## src/pse_pkg.sv

```systemverilog
// shared types and constants for the property-list string extractor
`timescale 1ns / 1ps
package pse_pkg;

  localparam int unsigned COUNT_BITS_DEF = 16;
  localparam int unsigned LEN_BITS_DEF   = 16;
  localparam int unsigned MAX_RES        = 5;
  localparam int unsigned QDEPTH         = 4;
  localparam int unsigned QAW            = 2;

  localparam logic [3:0] ST_OK        = 4'd0;
  localparam logic [3:0] ST_MAGIC     = 4'd1;
  localparam logic [3:0] ST_ARR_MARK  = 4'd2;
  localparam logic [3:0] ST_ARR_LEN   = 4'd3;
  localparam logic [3:0] ST_STR_MARK  = 4'd4;
  localparam logic [3:0] ST_STR_LEN   = 4'd5;
  localparam logic [3:0] ST_TRUNC     = 4'd6;
  localparam logic [3:0] ST_SURR      = 4'd7;
  localparam logic [3:0] ST_TOO_LARGE = 4'd8;

  // one output transaction
  typedef struct packed {
    logic [7:0] out_byte;
    logic       byte_valid;
    logic       tag_end;
    logic       blob_done;
    logic [3:0] status;
    logic       run_last;
  } res_t;

  // work item between front and back: a code point (or raw byte) to emit
  typedef struct packed {
    logic        has_cp;    // emit utf-8 of cp
    logic        raw;       // emit cp[7:0] unchanged as one byte
    logic [20:0] cp;
    logic        fin;       // finish tag after cp
    logic        done;      // blob end result
    logic [3:0]  status;
  } work_t;

  function automatic logic [7:0] magic_byte(input logic [2:0] i);
    logic [7:0] r;
    unique case (i)
      3'd0: r = 8'h62;
      3'd1: r = 8'h70;
      3'd2: r = 8'h6C;
      3'd3: r = 8'h69;
      3'd4: r = 8'h73;
      3'd5: r = 8'h74;
      default: r = 8'h00;
    endcase
    return r;
  endfunction

endpackage

```

## src/pse_front.sv

```systemverilog
// front end: parses blob bytes and produces one work item per input byte
`timescale 1ns / 1ps
module pse_front #(
  parameter int unsigned COUNT_BITS = pse_pkg::COUNT_BITS_DEF,
  parameter int unsigned LEN_BITS   = pse_pkg::LEN_BITS_DEF
) (
  input  logic            clk,
  input  logic            rst_n,
  input  logic            in_take,
  input  logic [7:0]      in_byte,
  input  logic            blob_last,
  output logic            wk_valid,
  output pse_pkg::work_t  wk
);
  import pse_pkg::*;

  localparam int unsigned CW = (COUNT_BITS > LEN_BITS) ? COUNT_BITS : LEN_BITS;

  typedef enum logic [12:0] {
    PH_MAGIC = 13'b0000000000001,
    PH_VER   = 13'b0000000000010,
    PH_ARR   = 13'b0000000000100,
    PH_AEXT  = 13'b0000000001000,
    PH_ALEN  = 13'b0000000010000,
    PH_SKIP  = 13'b0000000100000,
    PH_SMARK = 13'b0000001000000,
    PH_SEXT  = 13'b0000010000000,
    PH_SLEN  = 13'b0000100000000,
    PH_BODY  = 13'b0001000000000,
    PH_DROP  = 13'b0010000000000,
    PH_DONE  = 13'b0100000000000,
    PH_ERR   = 13'b1000000000000
  } phase_t;

  phase_t        phase_r, phase_nxt;
  logic [2:0]    bcnt_r, bcnt_nxt;
  logic [CW-1:0] strings_r, strings_nxt;
  logic [CW-1:0] units_r, units_nxt;
  logic [CW-1:0] acc_r, acc_nxt;
  logic [3:0]    lbl_r, lbl_nxt;
  logic          wide_r, wide_nxt;
  logic [7:0]    uhi_r, uhi_nxt;
  logic [9:0]    phs_r, phs_nxt;
  logic          sw_r, sw_nxt;
  logic [3:0]    err_r, err_nxt;

  logic [3:0]  hi, lo;
  logic [15:0] u;
  logic        fin;
  logic        has_cp;
  logic        raw;
  logic [20:0] cp;
  logic [CW+7:0] accw;
  logic [CW-1:0] lim;

  assign hi   = in_byte[7:4];
  assign lo   = in_byte[3:0];
  assign u    = {uhi_r, in_byte};
  assign accw = {acc_r, in_byte};

  always_comb begin
    phase_nxt = phase_r; bcnt_nxt = bcnt_r; strings_nxt = strings_r;
    units_nxt = units_r; acc_nxt = acc_r; lbl_nxt = lbl_r; wide_nxt = wide_r;
    uhi_nxt = uhi_r; phs_nxt = phs_r; sw_nxt = sw_r; err_nxt = err_r;
    fin = 1'b0; has_cp = 1'b0; raw = 1'b0; cp = '0;
    lim = (phase_r == PH_ALEN) ? CW'({COUNT_BITS{1'b1}}) : CW'({LEN_BITS{1'b1}});
    unique case (phase_r)
      PH_MAGIC: begin
        if (in_byte != magic_byte(bcnt_r)) begin
          err_nxt = ST_MAGIC; phase_nxt = PH_ERR;
        end else if (bcnt_r == 3'd5) begin
          phase_nxt = PH_VER; bcnt_nxt = '0;
        end else bcnt_nxt = bcnt_r + 3'd1;
      end
      PH_VER: begin
        if (bcnt_r == 3'd1) begin
          phase_nxt = PH_ARR; bcnt_nxt = '0;
        end else bcnt_nxt = 3'd1;
      end
      PH_ARR: begin
        if (hi != 4'hA) begin
          err_nxt = ST_ARR_MARK; phase_nxt = PH_ERR;
        end else if (lo == 4'hF) phase_nxt = PH_AEXT;
        else begin
          strings_nxt = CW'(lo); units_nxt = CW'(lo);
          phase_nxt = (lo != 0) ? PH_SKIP : PH_DONE;
        end
      end
      PH_AEXT, PH_SEXT: begin
        if (hi != 4'h1) begin
          err_nxt = (phase_r == PH_AEXT) ? ST_ARR_LEN : ST_STR_LEN; phase_nxt = PH_ERR;
        end else if (lo > 4'd3) begin
          err_nxt = ST_TOO_LARGE; phase_nxt = PH_ERR;
        end else begin
          lbl_nxt = 4'(4'd1 << lo[1:0]); acc_nxt = '0;
          phase_nxt = (phase_r == PH_AEXT) ? PH_ALEN : PH_SLEN;
        end
      end
      PH_ALEN, PH_SLEN: begin
        // overflow if any bit above the limit is set
        if ((accw[CW+7:CW] != 8'd0) || (accw[CW-1:0] > lim)) begin
          err_nxt = ST_TOO_LARGE; phase_nxt = PH_ERR;
        end else begin
          acc_nxt = accw[CW-1:0];
          lbl_nxt = lbl_r - 4'd1;
          if (lbl_r == 4'd1) begin
            if (phase_r == PH_ALEN) begin
              strings_nxt = accw[CW-1:0]; units_nxt = accw[CW-1:0];
              phase_nxt = (accw[CW-1:0] != 0) ? PH_SKIP : PH_DONE;
            end else begin
              units_nxt = accw[CW-1:0]; bcnt_nxt = '0; sw_nxt = 1'b0; phs_nxt = '0;
              if (accw[CW-1:0] == 0) fin = 1'b1;
              else phase_nxt = PH_BODY;
            end
          end
        end
      end
      PH_SKIP: begin
        units_nxt = units_r - CW'(1);
        if (units_r == CW'(1)) phase_nxt = PH_SMARK;
      end
      PH_SMARK: begin
        if (hi != 4'h5 && hi != 4'h6) begin
          err_nxt = ST_STR_MARK; phase_nxt = PH_ERR;
        end else begin
          wide_nxt = (hi == 4'h6);
          if (lo == 4'hF) phase_nxt = PH_SEXT;
          else begin
            units_nxt = CW'(lo); bcnt_nxt = '0; sw_nxt = 1'b0; phs_nxt = '0;
            if (lo == 0) fin = 1'b1;
            else phase_nxt = PH_BODY;
          end
        end
      end
      PH_BODY: begin
        if (!wide_r) begin
          if (units_r == CW'(2) && in_byte == 8'h0A) begin
            phase_nxt = PH_DROP; bcnt_nxt = '0;
          end else begin
            // ascii strings pass bytes through as is, except that a newline as the second-to-last unit drops the rest
            has_cp = 1'b1; raw = 1'b1; cp = 21'(in_byte);
            units_nxt = units_r - CW'(1);
            if (units_r == CW'(1)) fin = 1'b1;
          end
        end else if (bcnt_r == 3'd0) begin
          uhi_nxt = in_byte; bcnt_nxt = 3'd1;
        end else begin
          bcnt_nxt = '0;
          if (units_r == CW'(2) && u == 16'h000A) begin
            if (sw_r) begin
              err_nxt = ST_SURR; phase_nxt = PH_ERR;
            end else phase_nxt = PH_DROP;
          end else if (sw_r && !(u >= 16'hDC00 && u <= 16'hDFFF)) begin
            err_nxt = ST_SURR; phase_nxt = PH_ERR;
          end else if (!sw_r && u >= 16'hDC00 && u <= 16'hDFFF) begin
            err_nxt = ST_SURR; phase_nxt = PH_ERR;
          end else begin
            if (sw_r) begin
              has_cp = 1'b1;
              cp = 21'h10000 + {1'b0, phs_r, u[9:0]};
              sw_nxt = 1'b0;
            end else if (u >= 16'hD800 && u <= 16'hDBFF) begin
              phs_nxt = u[9:0]; sw_nxt = 1'b1;
            end else begin
              has_cp = 1'b1; cp = 21'(u);
            end
            units_nxt = units_r - CW'(1);
            if (units_r == CW'(1)) begin
              if (sw_nxt) begin
                err_nxt = ST_SURR; phase_nxt = PH_ERR;
              end else fin = 1'b1;
            end
          end
        end
      end
      PH_DROP: begin
        if (wide_r && bcnt_r == 3'd0) bcnt_nxt = 3'd1;
        else fin = 1'b1;
      end
      PH_DONE, PH_ERR: ;
      default: ;
    endcase
    if (fin) begin
      strings_nxt = strings_r - CW'(1);
      phase_nxt = (strings_r != CW'(1)) ? PH_SMARK : PH_DONE;
      bcnt_nxt = '0;
    end
  end

  always_comb begin
    wk_valid    = in_take;
    wk.has_cp   = has_cp;
    wk.raw      = raw;
    wk.cp       = cp;
    wk.fin      = fin;
    wk.done     = blob_last;
    wk.status   = (err_nxt != ST_OK) ? err_nxt : ((phase_nxt == PH_DONE) ? ST_OK : ST_TRUNC);
  end

  always_ff @(posedge clk) begin
    if (!rst_n || (in_take && blob_last)) begin
      phase_r <= PH_MAGIC; bcnt_r <= '0; strings_r <= '0; units_r <= '0;
      acc_r <= '0; lbl_r <= '0; wide_r <= 1'b0; uhi_r <= '0; phs_r <= '0;
      sw_r <= 1'b0; err_r <= ST_OK;
    end else if (in_take) begin
      phase_r <= phase_nxt; bcnt_r <= bcnt_nxt; strings_r <= strings_nxt;
      units_r <= units_nxt; acc_r <= acc_nxt; lbl_r <= lbl_nxt; wide_r <= wide_nxt;
      uhi_r <= uhi_nxt; phs_r <= phs_nxt; sw_r <= sw_nxt; err_r <= err_nxt;
    end
  end

endmodule

```

## src/pse_queue.sv

```systemverilog
// short fifo of work items between front and back
`timescale 1ns / 1ps
module pse_queue (
  input  logic            clk,
  input  logic            rst_n,
  input  logic            wr,
  input  pse_pkg::work_t  wdata,
  output logic            full,
  input  logic            rd,
  output logic            nempty,
  output pse_pkg::work_t  rdata
);
  import pse_pkg::*;

  work_t         mem_r [QDEPTH];
  logic [QAW-1:0] wp_r, rp_r;
  logic [QAW:0]   cnt_r;

  assign full   = (cnt_r == (QAW+1)'(QDEPTH));
  assign nempty = (cnt_r != '0);
  assign rdata  = mem_r[rp_r];

  always_ff @(posedge clk) begin
    if (wr) mem_r[wp_r] <= wdata;
  end

  always_ff @(posedge clk) begin
    if (!rst_n) begin
      wp_r <= '0; rp_r <= '0; cnt_r <= '0;
    end else begin
      if (wr) wp_r <= wp_r + 1'b1;
      if (rd) rp_r <= rp_r + 1'b1;
      cnt_r <= cnt_r + (QAW+1)'(wr) - (QAW+1)'(rd);
    end
  end

endmodule

```

## src/pse_back.sv

```systemverilog
// back end: expands work items into utf-8 result transactions
`timescale 1ns / 1ps
module pse_back (
  input  logic            clk,
  input  logic            rst_n,
  input  logic            wk_nempty,
  input  pse_pkg::work_t  wk,
  output logic            wk_rd,
  output logic            out_empty,
  input  logic            out_pop,
  output pse_pkg::res_t   res
);
  import pse_pkg::*;

  res_t        list [MAX_RES];
  logic [2:0]  n;
  logic [2:0]  idx_r;
  logic        ov_r;
  res_t        ob_r;
  logic        take_res;
  logic        adv;
  res_t        cur;

  always_comb begin
    for (int i = 0; i < MAX_RES; i++) list[i] = '0;
    n = '0;
    if (wk.has_cp) begin
      if (wk.raw || wk.cp < 21'h80) begin
        list[0].out_byte = wk.cp[7:0]; n = 3'd1;
      end else if (wk.cp < 21'h800) begin
        list[0].out_byte = {3'b110, wk.cp[10:6]};
        list[1].out_byte = {2'b10, wk.cp[5:0]}; n = 3'd2;
      end else if (wk.cp < 21'h10000) begin
        list[0].out_byte = {4'b1110, wk.cp[15:12]};
        list[1].out_byte = {2'b10, wk.cp[11:6]};
        list[2].out_byte = {2'b10, wk.cp[5:0]}; n = 3'd3;
      end else begin
        list[0].out_byte = {5'b11110, wk.cp[20:18]};
        list[1].out_byte = {2'b10, wk.cp[17:12]};
        list[2].out_byte = {2'b10, wk.cp[11:6]};
        list[3].out_byte = {2'b10, wk.cp[5:0]}; n = 3'd4;
      end
      for (int i = 0; i < 4; i++) list[i].byte_valid = (3'(i) < n);
    end
    if (wk.fin) begin
      if (n == 0) n = 3'd1;
      list[n-3'd1].tag_end = 1'b1;
    end
    if (wk.done) begin
      list[n].blob_done = 1'b1;
      list[n].status    = wk.status;
      n = n + 3'd1;
    end
    if (n != 0) list[n-3'd1].run_last = 1'b1;
  end

  // one result per cycle from the head item into the output register, unless that register is held unpopped
  assign take_res = !ov_r || out_pop;
  assign cur      = list[idx_r];
  assign adv      = wk_nempty && take_res;
  assign wk_rd    = wk_nempty && (n == 0 || (take_res && idx_r + 3'd1 >= n));
  assign out_empty = !ov_r;
  assign res       = ob_r;

  always_ff @(posedge clk) begin
    if (adv && n != 0) ob_r <= cur;
  end

  always_ff @(posedge clk) begin
    if (!rst_n) begin
      ov_r <= 1'b0; idx_r <= '0;
    end else begin
      if (adv && n != 0) ov_r <= 1'b1;
      else if (out_pop) ov_r <= 1'b0;
      if (wk_rd) idx_r <= '0;
      else if (adv) idx_r <= idx_r + 3'd1;
    end
  end

endmodule

```

## src/plist_string_array_extractor_top.sv

```systemverilog
// top level of the property-list string extractor
// path: the results of a byte pass through the work queue and then the output register
// throughput: one byte per cycle unless full; one result per cycle unless the output
// register is held unpopped, up to five per byte, bursts absorbed by a four-entry work queue
// reset: synchronous active-low rst_n clears parser state, queue pointers and output valid flag
`timescale 1ns / 1ps
module plist_string_array_extractor_top #(
  parameter int unsigned COUNT_BITS = pse_pkg::COUNT_BITS_DEF,
  parameter int unsigned LEN_BITS   = pse_pkg::LEN_BITS_DEF
) (
  input  logic       clk,
  input  logic       rst_n,
  input  logic       push,
  output logic       full,
  input  logic [7:0] in_byte,
  input  logic       in_blob_last,
  output logic       empty,
  input  logic       pop,
  output logic [7:0] out_byte,
  output logic       out_byte_valid,
  output logic       out_tag_end,
  output logic       out_blob_done,
  output logic [3:0] out_status,
  output logic       out_run_last
);
  import pse_pkg::*;

  logic  take, wk_valid, q_nempty, q_rd;
  work_t wk, qd;
  res_t  res;

  assign take = push && !full;

  pse_front #(.COUNT_BITS(COUNT_BITS), .LEN_BITS(LEN_BITS)) u_front (
    .clk, .rst_n, .in_take(take), .in_byte, .blob_last(in_blob_last),
    .wk_valid, .wk
  );

  pse_queue u_queue (
    .clk, .rst_n, .wr(wk_valid), .wdata(wk), .full,
    .rd(q_rd), .nempty(q_nempty), .rdata(qd)
  );

  pse_back u_back (
    .clk, .rst_n, .wk_nempty(q_nempty), .wk(qd), .wk_rd(q_rd),
    .out_empty(empty), .out_pop(pop), .res
  );

  assign out_byte       = res.out_byte;
  assign out_byte_valid = res.byte_valid;
  assign out_tag_end    = res.tag_end;
  assign out_blob_done  = res.blob_done;
  assign out_status     = res.status;
  assign out_run_last   = res.run_last;

`ifndef SYNTH
  a_done_last: assert property (@(posedge clk) disable iff (!rst_n)
    !empty && out_blob_done |-> out_run_last) else $error("blob_done without run_last");
  a_status_zero: assert property (@(posedge clk) disable iff (!rst_n)
    !empty && !out_blob_done |-> out_status == ST_OK) else $error("status on non-final result");
  a_byte_zero: assert property (@(posedge clk) disable iff (!rst_n)
    !empty && !out_byte_valid |-> out_byte == 8'd0) else $error("byte without valid");
`endif

endmodule
```

## config.mk

```make
export PLATFORM = sky130hd
export DESIGN_NAME = plist_string_array_extractor_top
export DESIGN_NICKNAME = d
export VERILOG_FILES = /design/src/pse_pkg.sv /design/src/pse_front.sv /design/src/pse_queue.sv /design/src/pse_back.sv /design/src/plist_string_array_extractor_top.sv
export SDC_FILE = /design/constraint.sdc
export NUM_CORES = 1
export LEC_CHECK = 0
export BUFFER_PORTS_ARGS = -buffer_cell sky130_fd_sc_hd__buf_2
export CAP_MARGIN = 10
export CORE_MARGIN = 2
export CORE_UTILIZATION = 50
export CTS_CLUSTER_DIAMETER = 50
export DETAILED_ROUTE_END_ITERATION = 16
export PLACE_DENSITY = 0.66
export SLEW_MARGIN = 20
export SYNTH_ARGS = -nofsm -noshare
export SYNTH_HDL_FRONTEND = slang
export SYNTH_SLANG_ARGS = --single-unit
export TNS_END_PERCENT = 50
```

## constraint.sdc

```tcl
create_clock -name clk -period 13.1 [get_ports clk]
set_input_delay 2.62 -clock clk [delete_from_list [all_inputs] [get_ports clk]]
set_output_delay 2.62 -clock clk [all_outputs]
set_load 0.01 [all_outputs]
```

==> run metrics <==
status=completed; P per Cell Area=176.5 mW/mm²; 1st-pass router iterations=5; CTS Buf Count=29; setup tns final=0 ns; Post CTS Setup Buffer Count=0; placed cell count=1548; Final Hold Viols=0; clk_lat worst skew=0.54 ns; clk buf depth=3; initial antenna violation count=0; CP arrival=6.28 ns; Syn Area/Cell=9.909 µm²; routed via count=9993; number of hold buffers added after cts=0; Synth area leader=edfxtp_1; Cells after Synth=1265; max-cap viol count=0; FFs w/ async S/R, synth=0%; Fmax=165.1 MHz; core box area=0.02446 mm²; # rows=57; I/O Pins=31; CP Max Fanout=20; DP Area=0.01279 mm²; total track usage=23.66%; Unique masters post-synth=94; count leader, synth=nor2_1; dominant cells by area after synthesis=edfxtp_1 32%, dfxtp_1 17%, nor2_1 4.6%, nand2_1 3.7%, mux4_2 3.6%; Die W=162.3 µm; Mapped Area=0.01253 mm²; crit path to=u_queue.mem_r[0][2]$_DFFE_PP_; grt met3 use=3.336%; sequential share of the synthesized area=48.39%; Iter 0 DRT Violations=992; Antenna diodes=0; Crit Path Class=in -> reg; # nets final=1288; top cell types by occurrence after synthesis=154 x nor2_1, 132 x edfxtp_1, 123 x nand2_1; worst-margin pin slew=1.068 ns; Slew headroom=28.77%; root buffer cell=clkbuf_16; global routing's busiest layer=met2; reg2reg setup slack=7.08 ns; area delta synth->final=9.413%; Critical R2R Capture=u_queue.cnt_r[2]$_SDFF_PN0_; FILL cells=2103; RSZ-0062 raised after global routing=no; post-cts repair resize count=0; Clock Sink Count=237; first-pass GRT wire length=50.03 mm; DP Wirelength=21.73 mm; GPL Wtd Cong=0.9703; CTS clock-pin slew for the worst setup and hold paths=0.06 ns; CP Capture Type=flip-flop; vias per cell=6.246; static leakage=4.874 nW; minimum clock period=6.057 ns; DP Worst Slack=6.604 ns; Required @ worst endpoint=13.32 ns; met2 Use GR=37.23%; crit path launch=in_byte[0]; CP Launch Type=input port; Cell Count, Final, Fillers Out=1600; worst ir drop on vdd=0.0001586 V; Syn. warnings=0; Final ANT Viol Nets=0; design area=0.01371 mm²; IO buf count=30; Worst Slack Setup Final=7.043 ns; CTS tree=done; number of synthesized flops with an enable pin=132; DRC=0; #FFs+latches synth=237; number of global-route vias before repair=9172; Setup-failing EPs final=0; hold path depth=2; DIE AREA=0.02635 mm²; H-tree depth=1; Avg WL per Cell=19.64 µm; reg2reg path depth=21; final WL=31.42 mm; largest net degree at the start of global routing=93; Slew Limit Fails=0; Yosys top cell area share=31.62%; GR Layer Usage met1=34.58%; Die Y=162.3 µm; post-synthesis net count=1298; Worst Hold Class=reg -> reg; share of cells above drive strength 1=11.91%; gr ovfl total=0; clk_skew=0.01184 ns; period utilization=46.23%; initial core utilization=51.24%; ys flop type=edfxtp_1
per-stage QoR:
stage / hold slack (ns) / util [%] / power, mW
floorplan: 0.4266 / - / 1.517
global placement: 0.4388 / 52.29 / 1.653
detailed placement: 0.4470 / 52.29 / 1.664
CTS: 0.4548 / 56.05 / 2.432
global route: 0.4810 / 56.06 / 2.541
finish: 0.4540 / 56.06 / 2.421
worst max-delay path, stage by stage:
cell and delay [ns]:
buf_2 0.31, nor2_1 0.11, and3_1 0.19, and3_2 0.25
a21o_1 0.17, a21oi_1 0.82, a221o_1 0.75, and2_1 0.25
o211ai_1 0.09, nor4_1 0.49, o41ai_1 0.21
layout make-up:
cell class,count,area [µm²],area share [%]
clock buffer,33,740.7,5.401
clock inverter,19,178.9,1.305
inverter,39,146.4,1.067
multi-input combinational,906,5936,43.28
sequential,237,6067,44.24
tap,324,405.4,2.956
timing repair buffer,42,240.2,1.752
worst min path at each step:
stage                                        endpoint  slack, ns                               from
floorplan           u_front.strings_r[8]$_SDFFE_PP0P_       0.43  u_front.strings_r[8]$_SDFFE_PP0P_
global placement    u_front.strings_r[8]$_SDFFE_PP0P_       0.44  u_front.strings_r[8]$_SDFFE_PP0P_
detailed placement    u_front.units_r[6]$_SDFFE_PP0P_       0.45    u_front.units_r[6]$_SDFFE_PP0P_
CTS                   u_front.units_r[6]$_SDFFE_PP0P_       0.45    u_front.units_r[6]$_SDFFE_PP0P_
global route          u_front.units_r[6]$_SDFFE_PP0P_       0.48    u_front.units_r[6]$_SDFFE_PP0P_
finish                u_front.units_r[6]$_SDFFE_PP0P_       0.45    u_front.units_r[6]$_SDFFE_PP0P_
registers in the layout, indices dropped and copies added (netlist names), named ones only:
signal and flops:
u_back.idx_r 3, u_queue.rp_r 2, u_front.uhi_r 8, u_front.units_r 16
u_front.phase_r 13, u_front.acc_r 16, u_front.sw_r 1, u_front.strings_r 16
u_back.ov_r 1, u_queue.cnt_r 3, u_front.wide_r 1, u_back.res 16
u_queue.wp_r 2, u_front.err_r 4, u_front.bcnt_r 3, u_front.lbl_r 4
u_front.phs_r 10, u_queue.mem_r 116
cells by family (layout without fill, tap and decap cells):
kind of cell    count (synthesis)  after routing  share of synthesized area [%]
simple gates                  521            521                          21.33
compound gates                296            296                          15.35
flops                         237            237                          48.39
buf+inv                       122            133                          4.392
mux                            46             46                          6.868
xor+xnor                       23             23                          1.607
fa+ha+maj                      20             20                          2.056
placed cells by master, fill, tap and decap left out, drive strengths merged, types with 33 or more instances in the layout:
cell	Yosys	layout
nor3	49	49
buf	19	42
dfxtp	105	105
clkbuf	64	33
nand2	123	123
a21oi	70	70
nor2	154	154
edfxtp	132	132
a22oi	38	38
o21ai	87	87
inv	37	45
routing by layer:
layer  vias to the layer above  share of wire (%)
li1                       4699                  -
met1                      4863                 45
met2                       375                 45
met3                        56                6.8
met4                         0                2.5
met5                         -                  0
report_power, final:
part / internal, mW / switching, mW / total, mW
clock: 0.451 / 0.318 / 0.770
combinational: 0.278 / 0.439 / 0.717
sequential: 0.897 / 0.0371 / 0.934
total: 1.63 / 0.794 / 2.42
Power figures use the tool's default switching activity.
